==> src/rtl/core/edg_pkg.sv <==
package edg_pkg;

  localparam int unsigned OpW   = 4;
  localparam int unsigned ByteW = 8;
  localparam int unsigned WordW = 16;

  typedef enum logic [OpW-1:0] {
    OP_ADC16 = 4'd0,
    OP_SBC16 = 4'd1,
    OP_NEG   = 4'd2,
    OP_RRD   = 4'd3,
    OP_RLD   = 4'd4,
    OP_LDI   = 4'd5,
    OP_LDD   = 4'd6,
    OP_LDIR  = 4'd7,
    OP_LDDR  = 4'd8
  } op_e;

  localparam logic [ByteW-1:0] FlS  = 8'h80;
  localparam logic [ByteW-1:0] FlZ  = 8'h40;
  localparam logic [ByteW-1:0] Fl5  = 8'h20;
  localparam logic [ByteW-1:0] FlH  = 8'h10;
  localparam logic [ByteW-1:0] Fl3  = 8'h08;
  localparam logic [ByteW-1:0] FlPv = 8'h04;
  localparam logic [ByteW-1:0] FlN  = 8'h02;
  localparam logic [ByteW-1:0] FlC  = 8'h01;

  typedef struct packed {
    logic [OpW-1:0]   op;
    logic [ByteW-1:0] acc;
    logic [ByteW-1:0] flags_in;
    logic [WordW-1:0] hl_in;
    logic [WordW-1:0] pair_operand;
    logic [WordW-1:0] dest_in;
    logic [WordW-1:0] count_in;
    logic [ByteW-1:0] mem_byte;
  } cmd_t;

  typedef struct packed {
    logic [ByteW-1:0] acc_out;
    logic [ByteW-1:0] flags_out;
    logic [WordW-1:0] hl_out;
    logic [WordW-1:0] dest_out;
    logic [WordW-1:0] count_out;
    logic [ByteW-1:0] mem_data_out;
    logic             mem_write;
    logic             repeat_res;
    logic [WordW-1:0] wz_out;
    logic             wz_write;
  } res_t;

endpackage

==> src/rtl/core/edg_if.sv <==
interface edg_in_if import edg_pkg::*; ();
  logic             valid;
  logic             ready;
  logic [OpW-1:0]   op;
  logic [ByteW-1:0] acc;
  logic [ByteW-1:0] flags_in;
  logic [WordW-1:0] hl_in;
  logic [WordW-1:0] pair_operand;
  logic [WordW-1:0] dest_in;
  logic [WordW-1:0] count_in;
  logic [ByteW-1:0] mem_byte;

  modport source (
    output valid, op, acc, flags_in, hl_in, pair_operand, dest_in, count_in, mem_byte,
    input  ready
  );
  modport sink (
    input  valid, op, acc, flags_in, hl_in, pair_operand, dest_in, count_in, mem_byte,
    output ready
  );
endinterface

interface edg_out_if import edg_pkg::*; ();
  logic             valid;
  logic             ready;
  logic [ByteW-1:0] acc_out;
  logic [ByteW-1:0] flags_out;
  logic [WordW-1:0] hl_out;
  logic [WordW-1:0] dest_out;
  logic [WordW-1:0] count_out;
  logic [ByteW-1:0] mem_data_out;
  logic             mem_write;
  logic             repeat_res;
  logic [WordW-1:0] wz_out;
  logic             wz_write;

  modport source (
    output valid, acc_out, flags_out, hl_out, dest_out, count_out, mem_data_out,
           mem_write, repeat_res, wz_out, wz_write,
    input  ready
  );
  modport sink (
    input  valid, acc_out, flags_out, hl_out, dest_out, count_out, mem_data_out,
           mem_write, repeat_res, wz_out, wz_write,
    output ready
  );
endinterface

==> src/rtl/core/ed_group_execute_unit_top.sv <==
// Execute unit for the ED-prefixed group: 16-bit ADC/SBC on HL, NEG, RRD/RLD
// and the block copies LDI/LDD/LDIR/LDDR, computed from the register values
// carried in each input word. One word is accepted per cycle unless both registers
// are full and the output is not ready; a word goes through the input register,
// then the result register, and both registers advance together whenever the
// result register is empty or being taken. Unknown op codes pass all registers
// through with no memory write, no repeat and no memptr update; unused
// mem_data_out and wz_out are 0.
module ed_group_execute_unit_top import edg_pkg::*; (
  input  logic       clk_i,
  input  logic       rst_ni,
  edg_in_if.sink     in_i,
  edg_out_if.source  out_o
);

  logic cmd_vld_q, res_vld_q;
  logic adv_res, adv_cmd;
  cmd_t cmd_q;
  res_t res_d, res_q;

  assign adv_res  = !res_vld_q || out_o.ready;
  assign adv_cmd  = !cmd_vld_q || adv_res;
  assign in_i.ready = adv_cmd;

  always_ff @(posedge clk_i or negedge rst_ni) begin
    if (!rst_ni) begin
      cmd_vld_q <= 1'b0;
      res_vld_q <= 1'b0;
    end else begin
      if (adv_cmd) cmd_vld_q <= in_i.valid;
      if (adv_res) res_vld_q <= cmd_vld_q;
    end
  end

  always_ff @(posedge clk_i) begin
    if (adv_cmd && in_i.valid) begin
      cmd_q <= '{op: in_i.op, acc: in_i.acc, flags_in: in_i.flags_in,
                 hl_in: in_i.hl_in, pair_operand: in_i.pair_operand,
                 dest_in: in_i.dest_in, count_in: in_i.count_in,
                 mem_byte: in_i.mem_byte};
    end
    if (adv_res && cmd_vld_q) res_q <= res_d;
  end

  always_comb begin
    logic             cin;
    logic [WordW:0]   sum17;
    logic [12:0]      half13;
    logic [WordW-1:0] r16;
    logic             ov;
    logic [ByteW-1:0] fl;
    logic [ByteW-1:0] neg8;
    logic [ByteW-1:0] nsum;
    logic [ByteW-1:0] a_new;
    logic [WordW-1:0] bc_dec;
    logic             down;

    cin    = cmd_q.flags_in[0];
    sum17  = '0;
    half13 = '0;
    r16    = '0;
    ov     = 1'b0;
    fl     = '0;
    neg8   = 8'd0 - cmd_q.acc;
    nsum   = cmd_q.mem_byte + cmd_q.acc;
    a_new  = cmd_q.acc;
    bc_dec = cmd_q.count_in - 16'd1;
    down   = 1'b0;

    res_d.acc_out      = cmd_q.acc;
    res_d.flags_out    = cmd_q.flags_in;
    res_d.hl_out       = cmd_q.hl_in;
    res_d.dest_out     = cmd_q.dest_in;
    res_d.count_out    = cmd_q.count_in;
    res_d.mem_data_out = '0;
    res_d.mem_write    = 1'b0;
    res_d.repeat_res   = 1'b0;
    res_d.wz_out       = '0;
    res_d.wz_write     = 1'b0;

    case (op_e'(cmd_q.op))
      OP_ADC16, OP_SBC16: begin
        if (op_e'(cmd_q.op) == OP_SBC16) begin
          sum17  = {1'b0, cmd_q.hl_in} - {1'b0, cmd_q.pair_operand} - {16'd0, cin};
          half13 = {1'b0, cmd_q.hl_in[11:0]} - {1'b0, cmd_q.pair_operand[11:0]}
                   - {12'd0, cin};
          r16    = sum17[WordW-1:0];
          ov     = (cmd_q.hl_in[15] ^ cmd_q.pair_operand[15]) & (cmd_q.hl_in[15] ^ r16[15]);
          fl     = FlN;
        end else begin
          sum17  = {1'b0, cmd_q.hl_in} + {1'b0, cmd_q.pair_operand} + {16'd0, cin};
          half13 = {1'b0, cmd_q.hl_in[11:0]} + {1'b0, cmd_q.pair_operand[11:0]}
                   + {12'd0, cin};
          r16    = sum17[WordW-1:0];
          ov     = ~(cmd_q.hl_in[15] ^ cmd_q.pair_operand[15]) & (cmd_q.hl_in[15] ^ r16[15]);
          fl     = '0;
        end
        if (half13[12]) fl = fl | FlH;
        if (sum17[WordW]) fl = fl | FlC;
        if (r16 == '0) fl = fl | FlZ;
        if (ov) fl = fl | FlPv;
        fl = fl | (r16[15:8] & (FlS | Fl5 | Fl3));
        res_d.hl_out    = r16;
        res_d.flags_out = fl;
        res_d.wz_out    = cmd_q.hl_in + 16'd1;
        res_d.wz_write  = 1'b1;
      end
      OP_NEG: begin
        fl = FlN | (neg8 & (FlS | Fl5 | Fl3));
        if (neg8 == '0) fl = fl | FlZ;
        if (cmd_q.acc[3:0] != 4'd0) fl = fl | FlH;
        if (cmd_q.acc == 8'h80) fl = fl | FlPv;
        if (cmd_q.acc != '0) fl = fl | FlC;
        res_d.acc_out   = neg8;
        res_d.flags_out = fl;
      end
      OP_RRD, OP_RLD: begin
        if (op_e'(cmd_q.op) == OP_RRD) begin
          res_d.mem_data_out = {cmd_q.acc[3:0], cmd_q.mem_byte[7:4]};
          a_new = {cmd_q.acc[7:4], cmd_q.mem_byte[3:0]};
        end else begin
          res_d.mem_data_out = {cmd_q.mem_byte[3:0], cmd_q.acc[3:0]};
          a_new = {cmd_q.acc[7:4], cmd_q.mem_byte[7:4]};
        end
        fl = a_new & (FlS | Fl5 | Fl3);
        if (a_new == '0) fl = fl | FlZ;
        if (~^a_new) fl = fl | FlPv;
        if (cin) fl = fl | FlC;
        res_d.acc_out   = a_new;
        res_d.flags_out = fl;
        res_d.mem_write = 1'b1;
        res_d.wz_out    = cmd_q.hl_in + 16'd1;
        res_d.wz_write  = 1'b1;
      end
      OP_LDI, OP_LDD, OP_LDIR, OP_LDDR: begin
        down = (op_e'(cmd_q.op) == OP_LDD) || (op_e'(cmd_q.op) == OP_LDDR);
        fl = cmd_q.flags_in & (FlS | FlZ | FlC);
        if (nsum[3]) fl = fl | Fl3;
        if (nsum[1]) fl = fl | Fl5;
        if (bc_dec != '0) begin
          fl = fl | FlPv;
          res_d.repeat_res = (op_e'(cmd_q.op) == OP_LDIR) || (op_e'(cmd_q.op) == OP_LDDR);
        end
        res_d.hl_out       = down ? cmd_q.hl_in - 16'd1 : cmd_q.hl_in + 16'd1;
        res_d.dest_out     = down ? cmd_q.dest_in - 16'd1 : cmd_q.dest_in + 16'd1;
        res_d.count_out    = bc_dec;
        res_d.flags_out    = fl;
        res_d.mem_data_out = cmd_q.mem_byte;
        res_d.mem_write    = 1'b1;
      end
      default: begin
      end
    endcase
  end

  assign out_o.valid        = res_vld_q;
  assign out_o.acc_out      = res_q.acc_out;
  assign out_o.flags_out    = res_q.flags_out;
  assign out_o.hl_out       = res_q.hl_out;
  assign out_o.dest_out     = res_q.dest_out;
  assign out_o.count_out    = res_q.count_out;
  assign out_o.mem_data_out = res_q.mem_data_out;
  assign out_o.mem_write    = res_q.mem_write;
  assign out_o.repeat_res   = res_q.repeat_res;
  assign out_o.wz_out       = res_q.wz_out;
  assign out_o.wz_write     = res_q.wz_write;

endmodule
==> src/flat_wrapper.sv <==
// flat-port wrapper written by rule: the top's interface ports become plain ports
module ed_group_execute_unit_top_flat import edg_pkg::*;
  (clk_i, rst_ni, in_i_valid, in_i_op, in_i_acc, in_i_flags_in, in_i_hl_in, in_i_pair_operand, in_i_dest_in, in_i_count_in, in_i_mem_byte, in_i_ready, out_o_valid, out_o_acc_out, out_o_flags_out, out_o_hl_out, out_o_dest_out, out_o_count_out, out_o_mem_data_out, out_o_mem_write, out_o_repeat_res, out_o_wz_out, out_o_wz_write, out_o_ready);
  edg_in_if in_i_i ();
  edg_out_if out_o_i ();
  input  logic clk_i;
  input  logic rst_ni;
  input wire logic [$bits(in_i_i.valid)-1:0] in_i_valid;
  input wire logic [$bits(in_i_i.op)-1:0] in_i_op;
  input wire logic [$bits(in_i_i.acc)-1:0] in_i_acc;
  input wire logic [$bits(in_i_i.flags_in)-1:0] in_i_flags_in;
  input wire logic [$bits(in_i_i.hl_in)-1:0] in_i_hl_in;
  input wire logic [$bits(in_i_i.pair_operand)-1:0] in_i_pair_operand;
  input wire logic [$bits(in_i_i.dest_in)-1:0] in_i_dest_in;
  input wire logic [$bits(in_i_i.count_in)-1:0] in_i_count_in;
  input wire logic [$bits(in_i_i.mem_byte)-1:0] in_i_mem_byte;
  output wire logic [$bits(in_i_i.ready)-1:0] in_i_ready;
  output wire logic [$bits(out_o_i.valid)-1:0] out_o_valid;
  output wire logic [$bits(out_o_i.acc_out)-1:0] out_o_acc_out;
  output wire logic [$bits(out_o_i.flags_out)-1:0] out_o_flags_out;
  output wire logic [$bits(out_o_i.hl_out)-1:0] out_o_hl_out;
  output wire logic [$bits(out_o_i.dest_out)-1:0] out_o_dest_out;
  output wire logic [$bits(out_o_i.count_out)-1:0] out_o_count_out;
  output wire logic [$bits(out_o_i.mem_data_out)-1:0] out_o_mem_data_out;
  output wire logic [$bits(out_o_i.mem_write)-1:0] out_o_mem_write;
  output wire logic [$bits(out_o_i.repeat_res)-1:0] out_o_repeat_res;
  output wire logic [$bits(out_o_i.wz_out)-1:0] out_o_wz_out;
  output wire logic [$bits(out_o_i.wz_write)-1:0] out_o_wz_write;
  input wire logic [$bits(out_o_i.ready)-1:0] out_o_ready;
  assign in_i_i.valid = in_i_valid;
  assign in_i_i.op = in_i_op;
  assign in_i_i.acc = in_i_acc;
  assign in_i_i.flags_in = in_i_flags_in;
  assign in_i_i.hl_in = in_i_hl_in;
  assign in_i_i.pair_operand = in_i_pair_operand;
  assign in_i_i.dest_in = in_i_dest_in;
  assign in_i_i.count_in = in_i_count_in;
  assign in_i_i.mem_byte = in_i_mem_byte;
  assign in_i_ready = in_i_i.ready;
  assign out_o_valid = out_o_i.valid;
  assign out_o_acc_out = out_o_i.acc_out;
  assign out_o_flags_out = out_o_i.flags_out;
  assign out_o_hl_out = out_o_i.hl_out;
  assign out_o_dest_out = out_o_i.dest_out;
  assign out_o_count_out = out_o_i.count_out;
  assign out_o_mem_data_out = out_o_i.mem_data_out;
  assign out_o_mem_write = out_o_i.mem_write;
  assign out_o_repeat_res = out_o_i.repeat_res;
  assign out_o_wz_out = out_o_i.wz_out;
  assign out_o_wz_write = out_o_i.wz_write;
  assign out_o_i.ready = out_o_ready;
  ed_group_execute_unit_top u_core (.clk_i(clk_i), .rst_ni(rst_ni), .in_i(in_i_i), .out_o(out_o_i));
endmodule
==> config.mk <==
export PLATFORM = sky130hd
export DESIGN_NAME = ed_group_execute_unit_top_flat
export DESIGN_NICKNAME = d
export VERILOG_FILES = /design/src/rtl/core/edg_pkg.sv /design/src/rtl/core/edg_if.sv /design/src/rtl/core/ed_group_execute_unit_top.sv /design/src/flat_wrapper.sv
export SDC_FILE = /design/constraint.sdc
export NUM_CORES = 1
export LEC_CHECK = 0
export ABC_CLOCK_PERIOD_IN_PS = 4500
export BUFFER_PORTS_ARGS = -buffer_cell sky130_fd_sc_hd__buf_4
export CORE_AREA = 2 2 193 119
export CTS_CLUSTER_SIZE = 16
export DETAILED_ROUTE_END_ITERATION = 8
export DIE_AREA = 0 0 195 121
export GPL_ROUTABILITY_DRIVEN = 0
export PLACE_DENSITY = 0.72
export SLEW_MARGIN = 20
export SYNTH_ARGS = -nofsm -noshare
export SYNTH_HDL_FRONTEND = slang
export SYNTH_SLANG_ARGS = --single-unit
==> constraint.sdc <==
create_clock -name clk_i -period 4.5 [get_ports clk_i]
set_clock_uncertainty 0.2 [all_clocks]
set_input_delay 0.45 -clock clk_i [delete_from_list [all_inputs] [get_ports clk_i]]
set_output_delay 0.45 -clock clk_i [all_outputs]
set_load 0.02 [all_outputs]
==> metrics.cfg, run 1 <==
[run_status]
status = completed

[synth]
synth.yosys.seq_area_share_pct = 51.7
synth.avg_cell_area_sq_um = 10.9
synth_ff_type = edfxtp_1
synth_cells = 985
yosysUniqueCellTypes = 69
synth_edf_count = 183
yosys_warnings = 0
async_flop_share_pct = 1.08
synth_seq_cells = 185
syn_nets = 1158
syn_area_sq_um = 10700

[setup_path]
r2r_cells = 13
worst_ep_required_time_ns = 4.49
reg2reg_to = u_core.out_o.flags_out[0]
r2r_slack_ns = 0.46
crit_arrival_ns = 4.03
end_kind = flip-flop
startpoint_type = flip-flop
reg2reg_from = u_core.cmd_q[60]
critical_path_class = flip-flop to flip-flop
worstPathMaxFanout = 9

[placement]
post-place-cells = 1437
dp_worst_setup_slack_ns = 0.573
detailed_place_hpwl_um = 21000
place_area_sq_um = 12500
portBuffers = 188

[layout]
nets = 1435
final_area_sq_um = 14000
layout_commonest_cell = buf_4
drive_above_1_share_pct = 19.5
areaGrowthSynthToFinish_pct = 30.2
layout_common_cells = buf_4, edfxtp_1, nor2_1
final-instance-count-excl-fill = 1561
num_antenna_cells = 0

[cts]
cts_buffer_depth = 2
cts_tree = built
clk_latency_ns = 0.43
clk_pin_slew_worst_paths_ns = 0.07
cts_root_buffer = clkbuf_16
htreeDepth = 4
numCtsBuffers = 17
cts_setup_buffers = 0
cts_repair_resize_count = 0
clock_sinks = 185

[timing]
rsz0062_at_grt = no
slew_viol_final = 0
relSlewSlack_pct = 42.9
min_period_ns = 4.04
fin_tns_setup_ns = 0
finalCritPeriodShare_pct = 89.7
worstMarginPinSlew_ns = 0.857
whs_ns = 0.0292
hold_viol = 0
setup_viol = 0
fmax_ghz = 0.248
finalWorstSetupSlack_ns = 0.462

[worst_hold_path]
hold_path_end = u_core.cmd_q[55]
hp-start = in_i_pair_operand[15]
hold_class = primary input to flip-flop
worstHoldPathCells = 1

[drt]
drtPass1Iterations = 5
wire_per_inst_um = 18.8
ant_nets = 0
post-route-drc-count = 0
vias_per_cell = 5.57
vias = 8698
wirelength_um = 29300
drt_iter0_markers = 1018

[grt]
grt_overflow = 0
grt_pass1_wl_um = 45200
grt_max_degree = 55
grt_usage_pct = 25.2
antenna_found_initial = 0
grt_pass1_vias = 8171

[power_and_ir_drop]
power_density_nw_per_um2 = 345
leakage_nw = 5.64
max-vdd-ir-drop_mv = 0.280

[die]
ios = 189
core_area_sq_um = 21800
die_y_um = 121
start_util_pct = 49.3
dieArea_sq_um = 23600
core.rowCount = 42
dieWidth_um = 195

[run]
cap_viol_max_count = 0

-- critical path, stage by stage, from the launching register on --
cell and delay, ns:
edfxtp_1 0.55, inv_1 0.22, ha_1 0.40, inv_1 0.09, ha_1 0.36, a21o_1 0.19, a31o_2 0.24, a41oi_1 0.27
a21oi_1 0.14, a221o_1 0.35, a31oi_1 0.27, xnor2_1 0.19, nand2_1 0.08, a31o_2 0.23
-- cell usage after synthesis, types with 18 or more instances --
cell type  count  area [sq um]
a21oi_1       59           295
clkbuf_1      28           105
edfxtp_1     183          5500
ha_1          72           901
inv_1         63           236
nand2_1       74           278
nand3_1       18          90.1
nor2_1        94           353
nor3_1        29           145
o21ai_0       54           270
xnor2_1       63           552
xor2_1        25           219
-- timing repair --
item,4_1_cts,5_1_grt
endpoints found under the setup margin,0,0
hold buffers,92,0
endpoints found under the hold margin,93,0
-- flip-flops by register name, summed over array words and instances, names as in the netlist --
signal,count
u_core.cmd_q,92
u_core.cmd_vld_q,1
u_core.out_o.acc_out,8
u_core.out_o.count_out,16
u_core.out_o.dest_out,16
u_core.out_o.flags_out,8
u_core.out_o.hl_out,16
u_core.out_o.mem_data_out,8
u_core.out_o.mem_write,1
u_core.out_o.repeat_res,1
u_core.out_o.valid,1
u_core.out_o.wz_out,16
u_core.out_o.wz_write,1
-- how the worst max path moves through the flow --
stage / slack (ns) / endpoint / startpoint / cells past startpoint
after floorplan: 0.79 / u_core.out_o.dest_out[15] / u_core.cmd_q[89] / 16
after global placement: 0.68 / u_core.out_o.dest_out[15] / u_core.cmd_q[91] / 15
after detailed placement: 0.57 / u_core.out_o.flags_out[0] / u_core.cmd_q[60] / 13
after CTS: 0.55 / u_core.out_o.flags_out[0] / u_core.cmd_q[60] / 13
after global routing: 0.22 / u_core.out_o.dest_out[15] / u_core.cmd_q[91] / 15
final: 0.46 / u_core.out_o.flags_out[0] / u_core.cmd_q[60] / 13
-- power by group --
part	total, mW	internal, mW	leakage (nW)	switching [mW]
Combinational	1.16	0.503	3.56	0.657
Sequential	2.17	2.07	1.79	0.0990
Clock	1.49	0.820	0.282	0.666
-- routing by layer --
metal  vias to the layer above  GRT usage, %  wire, um
met5                         -             0         0
met3                        14          7.64      3010
met2                       415          34.6     11900
met1                      4104          38.8     14200
met4                         0          4.87       189
li1                       4165             -         -
-- cells by family (layout without fill, tap and decap cells) --
| family | Yosys count | in the layout | synth area share, % |
|---|---|---|---|
| XOR/XNOR | 88 | 88 | 7.19 |
| AND/OR/NAND/NOR | 303 | 303 | 13.6 |
| buffers and inverters | 99 | 389 | 3.51 |
| AO/OA/AOI/OAI | 216 | 216 | 13.1 |
| flip-flops | 185 | 185 | 51.7 |
| adder cells (fa/ha/maj) | 77 | 77 | 9.33 |
| multiplexers | 17 | 17 | 1.61 |
-- layout make-up --
class / count / area [sq um]
clock buffers: 17 / 425
multi-input cells: 701 / 4820
well taps: 286 / 358
repair buffers: 294 / 2440
inverters: 63 / 236
flip-flops and latches: 185 / 5550
clock inverters: 15 / 149
fillers: 1713 / 7790
-- stage by stage --
| stage | util [%] | power [mW] |
|---|---|---|
| finish | 64.2 | 4.81 |
| global route | 64.2 | 5.02 |
| CTS | 64.2 | 4.82 |
| detailed placement | 57.3 | 3.27 |
| global placement | 57.3 | 3.25 |
| floorplan | - | 2.88 |
No activity file was read; power rests on OpenSTA's default activity.
==> inputs of run 2 (changes only) <==
==> constraint.sdc (replaced) <==
create_clock -name clk_i -period 4.5 [get_ports clk_i]
set_clock_uncertainty 0.2 [all_clocks]
set_input_delay 0.225 -clock clk_i [delete_from_list [all_inputs] [get_ports clk_i]]
set_output_delay 0.225 -clock clk_i [all_outputs]
set_load 0.02 [all_outputs]
==> run 2 against run 1 <==
Clock power about the same. First-iteration DRC count decreased by 10%. Register-to-register slack improved by 0.095 ns. Critical path type unchanged. Highest routed layer unchanged.
==> metrics.cfg, run 2 (synthesis results as in run 1) <==
[layout]
final.fill_count = 1657  ; was 1713
layout_common_cells = buf_4, edfxtp_1, dlygate4sd3_1  ; was buf_4, edfxtp_1, nor2_1
regMostFlops = u_core.cmd_q  ; unchanged
layout_commonest_cell = buf_4  ; unchanged
largest_reg_flops = 92  ; unchanged
seq_area_sq_um = 5550  ; unchanged
num_antenna_cells = 0  ; unchanged
final_util_pct = 64.4  ; was 64.2%
multi_input_area_sq_um = 4820  ; unchanged
drive_above_1_share_pct = 19.2  ; was 19.5%
areaGrowthSynthToFinish_pct = 30.6  ; was 30.2%
nets = 1439  ; was 1435

[setup_path]
crit_arrival_ns = 3.93  ; was 4.03 ns
cp_cell_sequence = nand3b_1, a21o_1, buf_4, inv_1, buf_4, ha_1, or2_2, a21oi_1, a21oi_1, a41oi_1, a21oi_1, a21oi_1, o2bb2ai_1, xor2_1  ; was inv_1, ha_1, inv_1, ha_1, a21o_1, a31o_2, a41oi_1, a21oi_1, a221o_1, a31oi_1, xnor2_1, nand2_1, a31o_2
reg2reg_to = u_core.out_o.dest_out[15]  ; was u_core.out_o.flags_out[0]
worstPathMaxFanout = 26  ; was 9
startpoint_type = flip-flop  ; unchanged
worst_ep_required_time_ns = 4.48  ; was 4.49 ns
r2r_cells = 14  ; was 13
reg2reg_from = u_core.cmd_q[91]  ; was u_core.cmd_q[60]
r2r_slack_ns = 0.56  ; was 0.46 ns
critPathMaxStageDelay_ns = 0.59  ; was 0.55 ns
critical_path_class = flip-flop to flip-flop  ; unchanged
end_kind = flip-flop  ; unchanged
cpMostUsedCell = a21oi_1
cp_slowest_cell = edfxtp_1  ; unchanged

[cts]
htreeDepth = 4  ; unchanged
cts_root_buffer = clkbuf_16  ; unchanged
cts_tree = built  ; unchanged
numCtsBuffers = 17  ; unchanged
cts_buffer_depth = 2  ; unchanged
cts_setup_buffers = 0  ; unchanged
clk_latency_ns = 0.44  ; was 0.43 ns
clock_sinks = 185  ; unchanged
clk_pin_slew_worst_paths_ns = 0.07  ; about the same

[run]
cap_viol_max_count = 0  ; unchanged

[timing]
rsz0062_at_grt = no  ; unchanged
setup_viol = 0  ; unchanged
fin_tns_setup_ns = 0  ; unchanged
fmax_ghz = 0.254  ; was 0.248 GHz
finalCritPeriodShare_pct = 87.6  ; was 89.7%
min_period_ns = 3.94  ; was 4.04 ns
relSlewSlack_pct = 35.4  ; was 42.9%
slew_viol_final = 0  ; unchanged
hold_viol = 0  ; unchanged
worstMarginPinSlew_ns = 0.969  ; was 0.857 ns

[drt]
ant_nets = 0  ; unchanged
wirelength_um = 28800  ; was 29300 um
wire_per_inst_um = 18.4  ; was 18.8 um
drtPass1Iterations = 6  ; was 5
vias = 8633  ; was 8698
drt_iter0_markers = 913  ; was 1018
vias_per_cell = 5.52  ; was 5.57
post-route-drc-count = 0  ; unchanged

[worst_hold_path]
worstHoldPathCells = 2  ; was 1
hp-start = in_i_mem_byte[3]  ; was in_i_pair_operand[15]
hold_class = primary input to flip-flop  ; unchanged
hold_path_end = u_core.cmd_q[3]  ; was u_core.cmd_q[55]

[die]
dieArea_sq_um = 23600  ; unchanged
dieWidth_um = 195  ; unchanged
ios = 189  ; unchanged
core.rowCount = 42  ; unchanged
start_util_pct = 49.3  ; unchanged
core_area_sq_um = 21800  ; unchanged
die_y_um = 121  ; unchanged

[power_and_ir_drop]
max-vdd-ir-drop_mv = 0.254  ; was 0.280 mV
leakage_nw = 5.64  ; about the same
power_density_nw_per_um2 = 343  ; was 345 nW/um^2
power_mw = 4.80  ; was 4.81 mW

[run_status]
status = completed  ; unchanged

[grt]
grt_overflow = 0  ; unchanged
antenna_found_initial = 0  ; unchanged
grt_usage_pct = 25.0  ; was 25.2%
grt_pass1_vias = 8039  ; was 8171
grt_pass1_wl_um = 44900  ; was 45200 um
grt_max_degree = 72  ; was 55

[placement]
detailed_place_hpwl_um = 20800  ; was 21000 um
portBuffers = 188  ; unchanged

[run 2: changes by cell type in the layout (fill, tap and decap cells not counted), sizes merged]
cell         change
clkinvlp         +2
buf              -1
dlygate4sd3      +5
inv              -1
clkinv           -3
clkbuf           +2
[run 2: per-stage QoR]
stage | cell area, sq um | hold WS [ns] | worst slack (ns) | cells
final | 14000 | 0.298 | 0.558 | 1565
after global routing | 14000 | 0.280 | 0.252 | 1565
after CTS | 14000 | 0.281 | 0.579 | 1565
after detailed placement | 12500 | -0.190 | 0.611 | 1436
after global placement | 12500 | -0.190 | 0.679 | 1436
after floorplan | 10700 | -0.271 | 0.793 | 985
[run 2: worst max-delay path: cells and delay by family, from the launching register on]
| kind | cells | cell delay, ns |
|---|---|---|
| AO/OA/AOI/OAI | 7 | 1.19 |
| buffers and inverters | 3 | 0.69 |
| flip-flops | 1 | 0.59 |
| AND/OR/NAND/NOR | 2 | 0.54 |
| adder cells (fa/ha/maj) | 1 | 0.31 |
| XOR/XNOR | 1 | 0.14 |
[run 2: worst max path at each step]
stage                     depth (start not counted)  slack (ns)        startpoint                        end
after global placement                           15        0.68  u_core.cmd_q[91]  u_core.out_o.dest_out[13]
after global routing                             14        0.25  u_core.cmd_q[91]  u_core.out_o.dest_out[13]
after detailed placement                         15        0.61  u_core.cmd_q[91]  u_core.out_o.dest_out[15]
final                                            14        0.56  u_core.cmd_q[91]  u_core.out_o.dest_out[15]
after floorplan                                  16        0.79  u_core.cmd_q[89]  u_core.out_o.dest_out[15]
after CTS                                        14        0.58  u_core.cmd_q[91]  u_core.out_o.dest_out[15]
[run 2: layer usage]
metal	share of wire (%)	vias up	GRT usage [%]
met2	40	417	33.1
li1	-	4174	-
met3	11	26	7.14
met4	1.0	0	5.10
met1	48	4016	39.8
met5	0	-	0
[run 2: final cells by class]
cell class                 count  area share, %
clock buffer                  19           3.09
sequential                   185           39.6
clock inverter                13           1.02
timing repair buffer         298           17.7
tap                          286           2.55
inverter                      63           1.69
multi-input combinational    701           34.4
[run 2: power by group]
group / internal (mW) / switching (mW)
registers: 2.07 / 0.0992
clock network: 0.822 / 0.655
logic: 0.505 / 0.650
[run 2: what timing repair did]
item / CTS / global route
hold endpoints to repair: 96 / 0
endpoints found under the setup margin: 0 / 0
gates resized for setup: 0 / 0
hold buffers: 97 / 0
